==> src/rtl/sorted_key_table_search_macros.svh <==
// Assertion macros for the sorted key table search block.
// Bodies expect i_clk and i_rst_n in the including module's scope.
`ifndef SORTED_KEY_TABLE_SEARCH_MACROS_SVH
`define SORTED_KEY_TABLE_SEARCH_MACROS_SVH

// Expression holds on every clock edge out of reset.
`define SKTS_ASSERT_HOLDS(label, expr, msg) \
    label: assert property (@(posedge i_clk) disable iff (!i_rst_n) (expr)) \
        else $error(msg);

// Antecedent implies consequent in the same cycle.
`define SKTS_ASSERT_IMPLIES(label, ante, cons, msg) \
    label: assert property (@(posedge i_clk) disable iff (!i_rst_n) \
        (ante) |-> (cons)) else $error(msg);

// Antecedent implies consequent in the following cycle.
`define SKTS_ASSERT_NEXT(label, ante, cons, msg) \
    label: assert property (@(posedge i_clk) disable iff (!i_rst_n) \
        (ante) |=> (cons)) else $error(msg);

`endif

==> src/rtl/skts_pkg.sv <==
// Shared types, widths and codes for the sorted key table search block.
// No dependencies.
`timescale 1ns / 1ps

package skts_pkg;

    // Table geometry
    localparam int TABLE_DEPTH = 64;
    localparam int IDX_W       = $clog2(TABLE_DEPTH);
    localparam int CNT_W       = $clog2(TABLE_DEPTH + 1);

    // Fixed word field widths
    localparam int KEY_W       = 21;
    localparam int POS_W       = 6;
    localparam int CNT_OUT_W   = 7;
    localparam int STATUS_W    = 2;

    typedef logic [IDX_W-1:0]     t_idx;
    typedef logic [CNT_W-1:0]     t_cnt;
    typedef logic [CNT_W:0]       t_sum;
    typedef logic [KEY_W-1:0]     t_key;
    typedef logic [POS_W-1:0]     t_pos;
    typedef logic [CNT_OUT_W-1:0] t_cnt_out;
    typedef logic [STATUS_W-1:0]  t_status;

    localparam t_cnt FILL_MAX = t_cnt'(TABLE_DEPTH);

    // Command codes
    localparam logic CMD_INSERT = 1'b0;
    localparam logic CMD_SEARCH = 1'b1;

    // Status codes
    localparam t_status ST_OK        = 2'd0;
    localparam t_status ST_FULL      = 2'd1;
    localparam t_status ST_NOT_FOUND = 2'd2;

    // Sequencer states
    typedef enum logic [1:0] {
        S_IDLE,
        S_CMP,
        S_SHIFT,
        S_PLACE
    } t_state;

endpackage

==> src/rtl/skts_ram.sv <==
// Generic simple dual-port RAM: one write port, one read port, registered read.
// No dependencies.
`timescale 1ns / 1ps

module skts_ram #(
    parameter int WIDTH = 8,
    parameter int DEPTH = 16
) (
    input  logic                     i_clk,
    input  logic                     i_wr_en,
    input  logic [$clog2(DEPTH)-1:0] i_wr_addr,
    input  logic [WIDTH-1:0]         i_wr_data,
    input  logic [$clog2(DEPTH)-1:0] i_rd_addr,
    output logic [WIDTH-1:0]         o_rd_data
);

    logic [WIDTH-1:0] r_mem [DEPTH];
    logic [WIDTH-1:0] r_rd_data;

    // Write and register the read word
    always_ff @(posedge i_clk) begin
        if (i_wr_en) begin
            r_mem[i_wr_addr] <= i_wr_data;
        end
        r_rd_data <= r_mem[i_rd_addr];
    end

    assign o_rd_data = r_rd_data;

endmodule

==> src/rtl/sorted_key_table_search.sv <==
// Top level of the sorted key table: sequencer, shared compare unit, key RAM.
// Depends on skts_pkg, skts_ram and sorted_key_table_search_macros.svh.
//
//  channel   handshake               word
//  -------   ---------------------   ----------------------------------------------
//  command   start && !busy          i_command, i_key
//  result    o_done (one cycle)      o_found, o_position, o_status, o_entry_count
//
// A search probes one entry per cycle through the single RAM read port; its result
// is registered.
// An insert runs a binary search for the slot past its equal keys, then shifts the
// larger keys up one entry per cycle and writes the key; its result is registered as
// for a search.
// A full-table insert and an empty-table search answer on the next cycle.
// Reset clears the fill count and the sequencer; the key RAM needs no clearing.
// Results appear for one cycle on o_done; the receiver cannot stall them.
`timescale 1ns / 1ps
`include "sorted_key_table_search_macros.svh"

module sorted_key_table_search (
    input  logic                        i_clk,
    input  logic                        i_rst_n,
    input  logic                        start,
    input  logic                        i_command,
    input  logic [skts_pkg::KEY_W-1:0]  i_key,
    output logic                        busy,
    output logic                        o_done,
    output logic                        o_found,
    output logic [skts_pkg::POS_W-1:0]  o_position,
    output logic [skts_pkg::STATUS_W-1:0] o_status,
    output logic [skts_pkg::CNT_OUT_W-1:0] o_entry_count
);

    // Midpoint of the half-open range [lo, he): floor((lo + he - 1) / 2)
    function automatic skts_pkg::t_idx mid_of(input skts_pkg::t_cnt lo,
                                              input skts_pkg::t_cnt he);
        skts_pkg::t_sum s;
        s = skts_pkg::t_sum'(lo) + skts_pkg::t_sum'(he) - skts_pkg::t_sum'(1);
        return s[skts_pkg::IDX_W:1];
    endfunction

    skts_pkg::t_state r_state, n_state;
    logic             r_cmd, n_cmd;
    skts_pkg::t_key   r_key, n_key;
    skts_pkg::t_cnt   r_lo, n_lo;
    skts_pkg::t_cnt   r_he, n_he;
    skts_pkg::t_idx   r_mid, n_mid;
    skts_pkg::t_idx   r_slot, n_slot;
    skts_pkg::t_idx   r_dst, n_dst;
    skts_pkg::t_cnt   r_fill, n_fill;
    logic             r_done, n_done;
    logic             r_found, n_found;
    skts_pkg::t_idx   r_pos, n_pos;
    skts_pkg::t_status r_status, n_status;
    skts_pkg::t_cnt   r_count, n_count;

    skts_pkg::t_idx   rd_addr;
    skts_pkg::t_key   rd_data;
    logic             wr_en;
    skts_pkg::t_idx   wr_addr;
    skts_pkg::t_key   wr_data;

    // Shared compare unit and range update
    logic             key_eq;
    logic             key_gt;
    skts_pkg::t_cnt   cmp_lo;
    skts_pkg::t_cnt   cmp_he;
    logic             cmp_more;
    logic             accept;
    logic             table_full;

    assign accept     = start && (r_state == skts_pkg::S_IDLE);
    assign table_full = (r_fill == skts_pkg::FILL_MAX);
    assign key_eq     = (rd_data == r_key);
    assign key_gt     = (rd_data > r_key);
    assign cmp_lo     = key_gt ? r_lo : (skts_pkg::t_cnt'(r_mid) + skts_pkg::t_cnt'(1));
    assign cmp_he     = key_gt ? skts_pkg::t_cnt'(r_mid) : r_he;
    assign cmp_more   = (cmp_lo < cmp_he);

    skts_ram #(
        .WIDTH (skts_pkg::KEY_W),
        .DEPTH (skts_pkg::TABLE_DEPTH)
    ) u_key_ram (
        .i_clk     (i_clk),
        .i_wr_en   (wr_en),
        .i_wr_addr (wr_addr),
        .i_wr_data (wr_data),
        .i_rd_addr (rd_addr),
        .o_rd_data (rd_data)
    );

    // Next state
    always_comb begin
        n_state = r_state;
        unique case (r_state)
            skts_pkg::S_IDLE: begin
                if (accept) begin
                    if (i_command == skts_pkg::CMD_INSERT && table_full) begin
                        n_state = skts_pkg::S_IDLE;
                    end else if (r_fill != '0) begin
                        n_state = skts_pkg::S_CMP;
                    end else if (i_command == skts_pkg::CMD_INSERT) begin
                        n_state = skts_pkg::S_PLACE;
                    end
                end
            end
            skts_pkg::S_CMP: begin
                if (r_cmd == skts_pkg::CMD_SEARCH && key_eq) begin
                    n_state = skts_pkg::S_IDLE;
                end else if (cmp_more) begin
                    n_state = skts_pkg::S_CMP;
                end else if (r_cmd == skts_pkg::CMD_SEARCH) begin
                    n_state = skts_pkg::S_IDLE;
                end else if (cmp_lo == r_fill) begin
                    n_state = skts_pkg::S_PLACE;
                end else begin
                    n_state = skts_pkg::S_SHIFT;
                end
            end
            skts_pkg::S_SHIFT: begin
                if (r_dst - skts_pkg::t_idx'(1) == r_slot) begin
                    n_state = skts_pkg::S_PLACE;
                end
            end
            skts_pkg::S_PLACE: begin
                n_state = skts_pkg::S_IDLE;
            end
            default: begin
                n_state = skts_pkg::S_IDLE;
            end
        endcase
    end

    // Datapath, RAM control and result word
    always_comb begin
        n_cmd    = r_cmd;
        n_key    = r_key;
        n_lo     = r_lo;
        n_he     = r_he;
        n_mid    = r_mid;
        n_slot   = r_slot;
        n_dst    = r_dst;
        n_fill   = r_fill;
        n_done   = 1'b0;
        n_found  = r_found;
        n_pos    = r_pos;
        n_status = r_status;
        n_count  = r_count;
        rd_addr  = r_mid;
        wr_en    = 1'b0;
        wr_addr  = r_slot;
        wr_data  = r_key;
        unique case (r_state)
            skts_pkg::S_IDLE: begin
                if (accept) begin
                    // Latch the word and issue the first probe
                    n_cmd   = i_command;
                    n_key   = i_key;
                    n_lo    = '0;
                    n_he    = r_fill;
                    n_mid   = mid_of('0, r_fill);
                    rd_addr = mid_of('0, r_fill);
                    n_slot  = '0;
                    if (i_command == skts_pkg::CMD_INSERT && table_full) begin
                        n_done   = 1'b1;
                        n_found  = 1'b0;
                        n_pos    = '0;
                        n_status = skts_pkg::ST_FULL;
                        n_count  = r_fill;
                    end else if (i_command == skts_pkg::CMD_SEARCH && r_fill == '0) begin
                        n_done   = 1'b1;
                        n_found  = 1'b0;
                        n_pos    = '0;
                        n_status = skts_pkg::ST_NOT_FOUND;
                        n_count  = r_fill;
                    end
                end
            end
            skts_pkg::S_CMP: begin
                // Narrow the range and probe the next midpoint
                n_lo    = cmp_lo;
                n_he    = cmp_he;
                n_mid   = mid_of(cmp_lo, cmp_he);
                rd_addr = cmp_more ? mid_of(cmp_lo, cmp_he)
                                   : skts_pkg::t_idx'(r_fill - skts_pkg::t_cnt'(1));
                n_slot  = skts_pkg::t_idx'(cmp_lo);
                n_dst   = skts_pkg::t_idx'(r_fill);
                if (r_cmd == skts_pkg::CMD_SEARCH) begin
                    if (key_eq) begin
                        n_done   = 1'b1;
                        n_found  = 1'b1;
                        n_pos    = r_mid;
                        n_status = skts_pkg::ST_OK;
                        n_count  = r_fill;
                    end else if (!cmp_more) begin
                        n_done   = 1'b1;
                        n_found  = 1'b0;
                        n_pos    = '0;
                        n_status = skts_pkg::ST_NOT_FOUND;
                        n_count  = r_fill;
                    end
                end
            end
            skts_pkg::S_SHIFT: begin
                // Move one key up and read the one below it
                wr_en   = 1'b1;
                wr_addr = r_dst;
                wr_data = rd_data;
                rd_addr = r_dst - skts_pkg::t_idx'(2);
                n_dst   = r_dst - skts_pkg::t_idx'(1);
            end
            skts_pkg::S_PLACE: begin
                // Drop the new key into its slot
                wr_en    = 1'b1;
                wr_addr  = r_slot;
                wr_data  = r_key;
                n_fill   = r_fill + skts_pkg::t_cnt'(1);
                n_done   = 1'b1;
                n_found  = 1'b0;
                n_pos    = r_slot;
                n_status = skts_pkg::ST_OK;
                n_count  = r_fill + skts_pkg::t_cnt'(1);
            end
            default: begin
                n_done = 1'b0;
            end
        endcase
    end

    // Control registers
    always_ff @(posedge i_clk) begin
        if (!i_rst_n) begin
            r_state <= skts_pkg::S_IDLE;
            r_fill  <= '0;
            r_done  <= 1'b0;
        end else begin
            r_state <= n_state;
            r_fill  <= n_fill;
            r_done  <= n_done;
        end
    end

    // Payload registers
    always_ff @(posedge i_clk) begin
        r_cmd    <= n_cmd;
        r_key    <= n_key;
        r_lo     <= n_lo;
        r_he     <= n_he;
        r_mid    <= n_mid;
        r_slot   <= n_slot;
        r_dst    <= n_dst;
        r_found  <= n_found;
        r_pos    <= n_pos;
        r_status <= n_status;
        r_count  <= n_count;
    end

    assign busy          = (r_state != skts_pkg::S_IDLE);
    assign o_done        = r_done;
    assign o_found       = r_found;
    assign o_position    = skts_pkg::t_pos'(r_pos);
    assign o_status      = r_status;
    assign o_entry_count = skts_pkg::t_cnt_out'(r_count);

    `SKTS_ASSERT_HOLDS(a_fill_bound, r_fill <= skts_pkg::FILL_MAX, "fill count over depth")
    `SKTS_ASSERT_IMPLIES(a_done_has_cause, o_done, $past(busy || start), "result without work")
    `SKTS_ASSERT_IMPLIES(a_count_tracks_fill, o_done, r_count == r_fill, "entry count mismatch")
    `SKTS_ASSERT_IMPLIES(a_shift_above_slot, r_state == skts_pkg::S_SHIFT, r_dst > r_slot, "shift below slot")
    `SKTS_ASSERT_NEXT(a_place_grows, r_state == skts_pkg::S_PLACE, r_fill == $past(r_fill) + skts_pkg::t_cnt'(1), "fill not advanced")

endmodule

==> config.mk <==
export PLATFORM = sky130hd
export DESIGN_NAME = sorted_key_table_search
export DESIGN_NICKNAME = d
export VERILOG_FILES = /design/src/rtl/skts_pkg.sv /design/src/rtl/skts_ram.sv /design/src/rtl/sorted_key_table_search.sv
export VERILOG_INCLUDE_DIRS = /design/src /design/src/rtl
export SDC_FILE = /design/constraint.sdc
export NUM_CORES = 2
export LEC_CHECK = 0
export BUFFER_PORTS_ARGS = -buffer_cell sky130_fd_sc_hd__buf_2
export CORE_ASPECT_RATIO = 2
export CORE_MARGIN = 4
export CORE_UTILIZATION = 54
export DETAILED_ROUTE_END_ITERATION = 7
export PLACE_DENSITY = 0.72
export SETUP_SLACK_MARGIN = 0.4
export SYNTH_ARGS = -nofsm -noshare
export SYNTH_HDL_FRONTEND = slang
export SYNTH_HIERARCHICAL = 1
export SYNTH_SLANG_ARGS = --single-unit
==> constraint.sdc <==
create_clock -name i_clk -period 5.9 [get_ports i_clk]
set_clock_uncertainty 0.2 [all_clocks]
set_input_delay 0.59 -clock i_clk [delete_from_list [all_inputs] [get_ports i_clk]]
set_output_delay 0.59 -clock i_clk [all_outputs]
set_load 0.1 [all_outputs]
==> Word-level counts from Yosys, hierarchy flattened <==
Memories as Yosys holds them, arrays and structs flattened. A register that Yosys moved wholly into a read port is not among the register bits.
Index checks and enable logic that the tools add are counted.
{ "word_totals": {"register_bits": 80, "mem_bits_rw": 1344, "inputBits": 25, "out_inout_bits": 18, "elab_cells": 118, "n_memories": 1} }
{ "memory_table": {"columns": ["memory", "words", "word_bits", "rd", "rd_ports_with_merged_regs", "write_ports", "line_no", "source"], "rows": [
  ["u_key_ram.r_mem", 64, 21, 1, 1, 1, "skts_ram.sv:17", "logic [WIDTH-1:0] r_mem [DEPTH];"]
]} }
{ "classes": {"n_addsub": 8, "magnitude_cmp": 2, "n_eq_ne": 13, "mux": 63, "n_bitwise": 1, "n_reduce_logical": 16} }
{ "op_table": {"columns": ["cell", "count"], "rows": [
  ["two-way mux 7 bit", 10],
  ["two-way mux 6 bit", 10],
  ["one-hot mux 6 bit (2 select lines)", 3],
  ["one-hot mux 6 bit (3 select lines)", 2],
  ["two-way mux 2 bit", 14],
  ["one-hot mux 7 bit (2 select lines)", 2],
  ["equality test 21 bit", 1],
  ["> comparator 21 bit", 1],
  ["two-way mux 21 bit", 1],
  ["one-hot mux 7 bit (3 select lines)", 1],
  ["two-way mux 1 bit", 16],
  ["subtractor 7 x 1 -> 7 bit (second input constant)", 2],
  ["subtractor 6 x 1 -> 6 bit (second input constant)", 2],
  ["one-hot mux 2 bit (4 select lines)", 1],
  ["adder 6 x 1 -> 7 bit (second input constant)", 1],
  ["adder 7 x 1 -> 7 bit (second input constant)", 1],
  ["adder 7 bit", 1],
  ["equality test 7 bit", 1],
  ["equality test 7 bit (second input constant)", 1],
  ["zero test 7 bit", 1],
  ["less-than comparator 7 bit", 1],
  ["nonzero test 7 bit", 1],
  ["equality test 6 bit", 1],
  ["!= test 2 bit (second input constant)", 3],
  ["17 further kinds", 25]
]} }

==> Logic depth before layout (Yosys ltp) <==
{ "logic_depth": {"ltp_word": 8, "mapped_depth": 29} }

==> Modules after synthesis <==
The synthesis kept the hierarchy.
{ "by_module_without_submodules": {"columns": ["mod", "n_inst", "cells_per_inst", "area_each_um2"], "rows": [
  ["skts_ram", 1, 2190, 51719.6],
  ["sorted_key_table_search", 1, 567, 5357.6]
]} }

==> Worst setup path after synthesis <==
Ideal clock, no wire load.
{ "synth_path": {"path_type": "reg-to-reg", "start": "register r_key[19]", "end": "register u_key_ram.r_rd_data[5], in the netlist u_key_ram/o_rd_data[5] (read register of u_key_ram.r_mem)", "t_arrival_ns": 5.742, "required_ns": 5.570, "setup_slack_ns": -0.173, "path_stages_with_launch": 26, "path_buffers": 5, "cell_sequence": "edfxtp_1 -> inv_1 -> ha_1 -> nand4_4 -> nor3_1 -> a222oi_1 -> nand3_1 -> nand2_1 -> buf_4 -> mux2i_1 -> ha_1 -> a21o_1 -> a21o_1 -> a211oi_1 -> o31ai_1 -> a31o_1 -> buf_6 -> mux2i_1 -> o221ai_1 -> buf_6 -> buf_6 -> buf_2 -> mux4_2 -> mux4_2 -> o21ai_0 -> o31ai_1"} }
{ "synth_between": {"elab_chain_len": 6} }
{ "synth_rtl": {"columns": ["item", "line_no", "source"], "rows": [
  ["start, declared", "sorted_key_table_search.sv:44", "skts_pkg::t_key r_key, n_key;"],
  ["start signal, assigned", "sorted_key_table_search.sv:246", "r_key <= n_key;"],
  ["> comparator 21 bit *", "sorted_key_table_search.sv:75", "assign key_gt = (rd_data > r_key);"],
  ["two-way mux 7 bit, on equally long branches", "sorted_key_table_search.sv:76, sorted_key_table_search.sv:77", null],
  ["adder 7 bit", "sorted_key_table_search.sv:38", "s = skts_pkg::t_sum'(lo) + skts_pkg::t_sum'(he) - skts_pkg::t_sum'(1);"],
  ["subtractor 7 x 1 -> 7 bit", "sorted_key_table_search.sv:38", null],
  ["two-way mux 6 bit *", "sorted_key_table_search.sv:184", "rd_addr = cmp_more ? mid_of(cmp_lo, cmp_he)"],
  ["one-hot mux 6 bit (3 select lines) *", "sorted_key_table_search.sv:153", "unique case (r_state)"],
  ["via rd_addr[0]", "sorted_key_table_search.sv:57", "skts_pkg::t_idx rd_addr;"],
  ["end, declared", "skts_ram.sv:18", "logic [WIDTH-1:0] r_rd_data;"]
]} }
The timed path passes the listed nets; every way through them passes the cells marked *.
A chain may end at the register's enable or synchronous reset.

==> Worst setup path after layout <==
{ "layout_path": {"start": "register r_key[18]", "end": "register u_key_ram.r_rd_data[14], in the netlist u_key_ram/o_rd_data[14] (read register of u_key_ram.r_mem)"} }
The elaborated chain is that of the path after synthesis.

==> impl_results.md <==
- Max transition margin: 10.3%
- Post-synth EDFFs: 1408
- WP data required: ~6.3 ns
- Multi-input gate area: between 0.01 and 0.015 sq mm
- Clk_lat worst skew: 0.74 ns
- First-pass iteration count of the detailed router: 5
- Worst Setup Start Kind: flip-flop
- Fmax: about 0.16 GHz
- Worst-case clock buffer depth: 3
- Least-Margin Pin Slew: 1.33 ns
- YS warnings: 6
- Initial Util: 54.4%
- FF/Latch Area: between 0.04 and 0.05 sq mm
- Final HPWL DP: roughly 100000 um
- Initial antenna violation count: 4
- Synthesized Nets: 2830
- GP Congestion: just over 1
- Hold_sp: start
- DR DRC count: 0
- Die footprint: approximately 0.11 sq mm
- Critical Path Most Common Cell: buf_6
- Synth unique cells: 70
- Placed cell count: 4352
- CP max FO: 8
- CORE AREA: roughly 0.10 sq mm
- #FFs+latches synth: 1439
- ANT nets after route: 0
- Post-synth top flop: edfxtp_1
- Fraction of the cycle the final worst path needs: 106%
- Post-synth top area share: between 70% and 80%
- Max Cap Violations: 0
- RSZ-0062 raised after global routing: yes
- Global-route wire length before repair: between 200000 and 250000 um
- Die W: approximately 240 um
- Min cycle time layout: about 6.3 ns
- Share of cells above drive strength 1: 38.9%
- Via count: between 30000 and 40000
- R2R cell count: 28
- Number of global-route vias before repair: around 32000
- Nets: between 3000 and 4000
- Largest net degree at the start of global routing: 65
- Sequential share of the synthesized area: 75.2%
- Hold Path Class: in -> reg
- Failing checks: negative setup slack
- Total Wirelength: about 160000 um
- Synthesized instance count: around 2800
- R2R Setup Slk: -0.36 ns
- Reg-to-Reg Start: r_key[18]$_DFFE_PP_
- CTS tree: yes
- CTS Buf Count: approximately 110
- Synthesized cell area: about 0.057 sq mm
- Port bufs: between 40 and 50
- Synth async-reset ratio: 0%
- Num Clock Sinks: around 1400
- # IOs: 43
- Hold Fails Final Rpt: 0
- Average size of a mapped cell: 20.7 sq um
- Run status: complete, but fails checks
- DR iter-0 viols: between 3000 and 4000
- Arr. time, crit path: roughly 6.7 ns
- Synth-to-Final Area Change: 19.8%
- Filler instances: 6574
- Setup CP Type: reg -> reg
- Critical path's largest stage delay: 0.52 ns
- Hold Crit Endpoint: r_state[0]$_SDFFE_PN0P_
- Die height: ~470 um
- Vias/cell: 6.52
- Hold depth: 6
- Non-Filler Instances: approximately 4700
- Row count: ~170
- Total GRT Usage: 29.4%
- Slowest stage cell, crit path: mux4_2
- RR Endpoint: u_key_ram/o_rd_data[14]$_DFF_P_
- Worst setup EP type: flip-flop
- Final setup vio count: 21
- Setup WS post-layout: -0.357 ns
- Area leader, netlist: edfxtp_1
- CTS root buffer: clkbuf_16
- Grt total ovfl: 0
- Slew Limit Fails: 0
- Clk pin slew, worst setup/hold paths: around 0.07 ns
- H-tree depth: 3
- Dpl ws: -0.944 ns
- Routed wire per std cell: 35.0 um
- Finished Core Util: ~65%
- Synth area leaders: edfxtp_1 74%, mux4_2 14%, dfxtp_1 1.1%
==> per-stage QoR <==
step | setup TNS (ns) | hold slack, ns | cell area [sq um]
2_1_floorplan | 0 | 0.308 | 57300
3_3_place_gp | -11.37 | 0.340 | 62100
3_5_place_dp | -13.28 | 0.343 | 62100
4_1_cts | -4.10 | 0.224 | 67800
5_1_grt | -8.65 | 0.328 | 68400
6_report | -5.30 | 0.278 | 68400
==> logic make-up after synthesis <==
group	share of synthesized area, %
muxes	15.4
xor gates and xnor gates	0.682
adders and majority gates	1.07
DFF	75.2
buffers and inverters	1.66
and+or+nand+nor	2.77
AOI/OAI and AO/OA	3.24
==> what timing repair did <==
action	4_1_cts	5_1_grt
gates cloned	16	2
setup endpoints to repair	21	21
endpoints found under the hold margin	32	0
buffers inserted	33	13
hold buffers	23	0
gates resized for setup	194	87
pin swaps	38	32
==> synthesized netlist by cell type (21+ instances only) <==
cell type	count
nor2_1	108
xnor2_1	26
nor2b_1	25
clkbuf_1	75
mux2i_1	62
ha_1	47
buf_2	26
nand3_1	21
o221ai_1	37
dfxtp_1	31
o31ai_1	21
o21ai_0	65
mux4_2	356
a21oi_1	61
nand2_1	76
edfxtp_1	1408
inv_1	50
buf_4	32
==> worst max-delay path by stage <==
stage / from / slack [ns] / endpoint
6_report: r_key[18]$_DFFE_PP_ / -0.36 / u_key_ram/o_rd_data[14]$_DFF_P_
3_5_place_dp: u_key_ram/o_rd_data[13]$_DFF_P_ / -0.94 / u_key_ram/o_rd_data[14]$_DFF_P_
2_1_floorplan: r_key[20]$_DFFE_PP_ / 0.20 / u_key_ram/o_rd_data[16]$_DFF_P_
4_1_cts: r_key[16]$_DFFE_PP_ / -0.25 / u_key_ram/o_rd_data[7]$_DFF_P_
3_3_place_gp: u_key_ram/o_rd_data[13]$_DFF_P_ / -0.85 / u_key_ram/o_rd_data[14]$_DFF_P_
5_1_grt: r_key[18]$_DFFE_PP_ / -0.50 / u_key_ram/o_rd_data[14]$_DFF_P_
==> cell type report <==
cell class                      instances  area share [%]
Sequential cell                      1439            62.7
Multi-Input combinational cell       1119            21.8
Antenna cell                            2         0.00732
Tap cell                             1360            2.49
Timing Repair Buffer                  470            6.98
Clock buffer                          140            4.48
Clock inverter                         72            1.19
Inverter                               51           0.280
==> per-layer routing <==
metal	wire, um	global-route usage [%]
met5	13	0
met4	17700	25.0
met3	11200	3.86
met2	84500	50.9
met1	49500	31.8
==> critical path: cells and delay by family, from the launching register on <==
family | cells | cell delay [ns]
AO/OA/AOI/OAI | 9 | 2.21
flip-flops | 1 | 0.39
multiplexers | 4 | 1.19
buffers and inverters | 9 | 1.30
adder cells (fa/ha/maj) | 2 | 0.44
AND/OR/NAND/NOR | 4 | 0.37
==> sequential cells by signal (all words and copies together) (netlist names) <==
| name | count |
|---|---|
| o_found | 1 |
| o_position | 6 |
| r_state | 2 |
| r_cmd | 1 |
| r_key | 21 |
| r_lo | 2 |
| o_done | 1 |
| r_he | 7 |
| o_entry_count | 7 |
| r_mid | 6 |
| r_dst | 6 |
| u_key_ram/o_rd_data | 21 |
| o_status | 2 |
| r_slot | 5 |
| u_key_ram/r_mem | 1344 |
| r_fill | 7 |
==> cells in the final DEF, fill, tap and decap left out, types with 13 or more instances in the layout <==
cell type	count
edfxtp_1	1408
xor2_1	13
nor2b_1	21
buf_6	34
inv_2	14
clkbuf_16	117
clkinv_1	22
bufinv_16	15
and2_1	13
o21ai_0	22
nor2_1	41
mux2_2	13
o221ai_2	17
clkbuf_1	16
dlygate4sd3_1	23
buf_2	42
ha_4	17
buf_16	25
o21ai_4	26
a21oi_1	52
o22ai_1	14
nor2_4	22
mux2i_1	34
o221ai_1	16
mux4_2	356
nor2_2	46
xnor2_1	24
mux2i_2	17
buf_4	291
dfxtp_1	28
nand3_1	20
o21ai_2	17
clkinv_2	17
inv_1	36
buf_12	43
ha_1	29
nand2_1	74
Power is left out: the tool's default activity adds up to more than one toggle a clock period on the data nets, which glitch-free logic cannot reach.
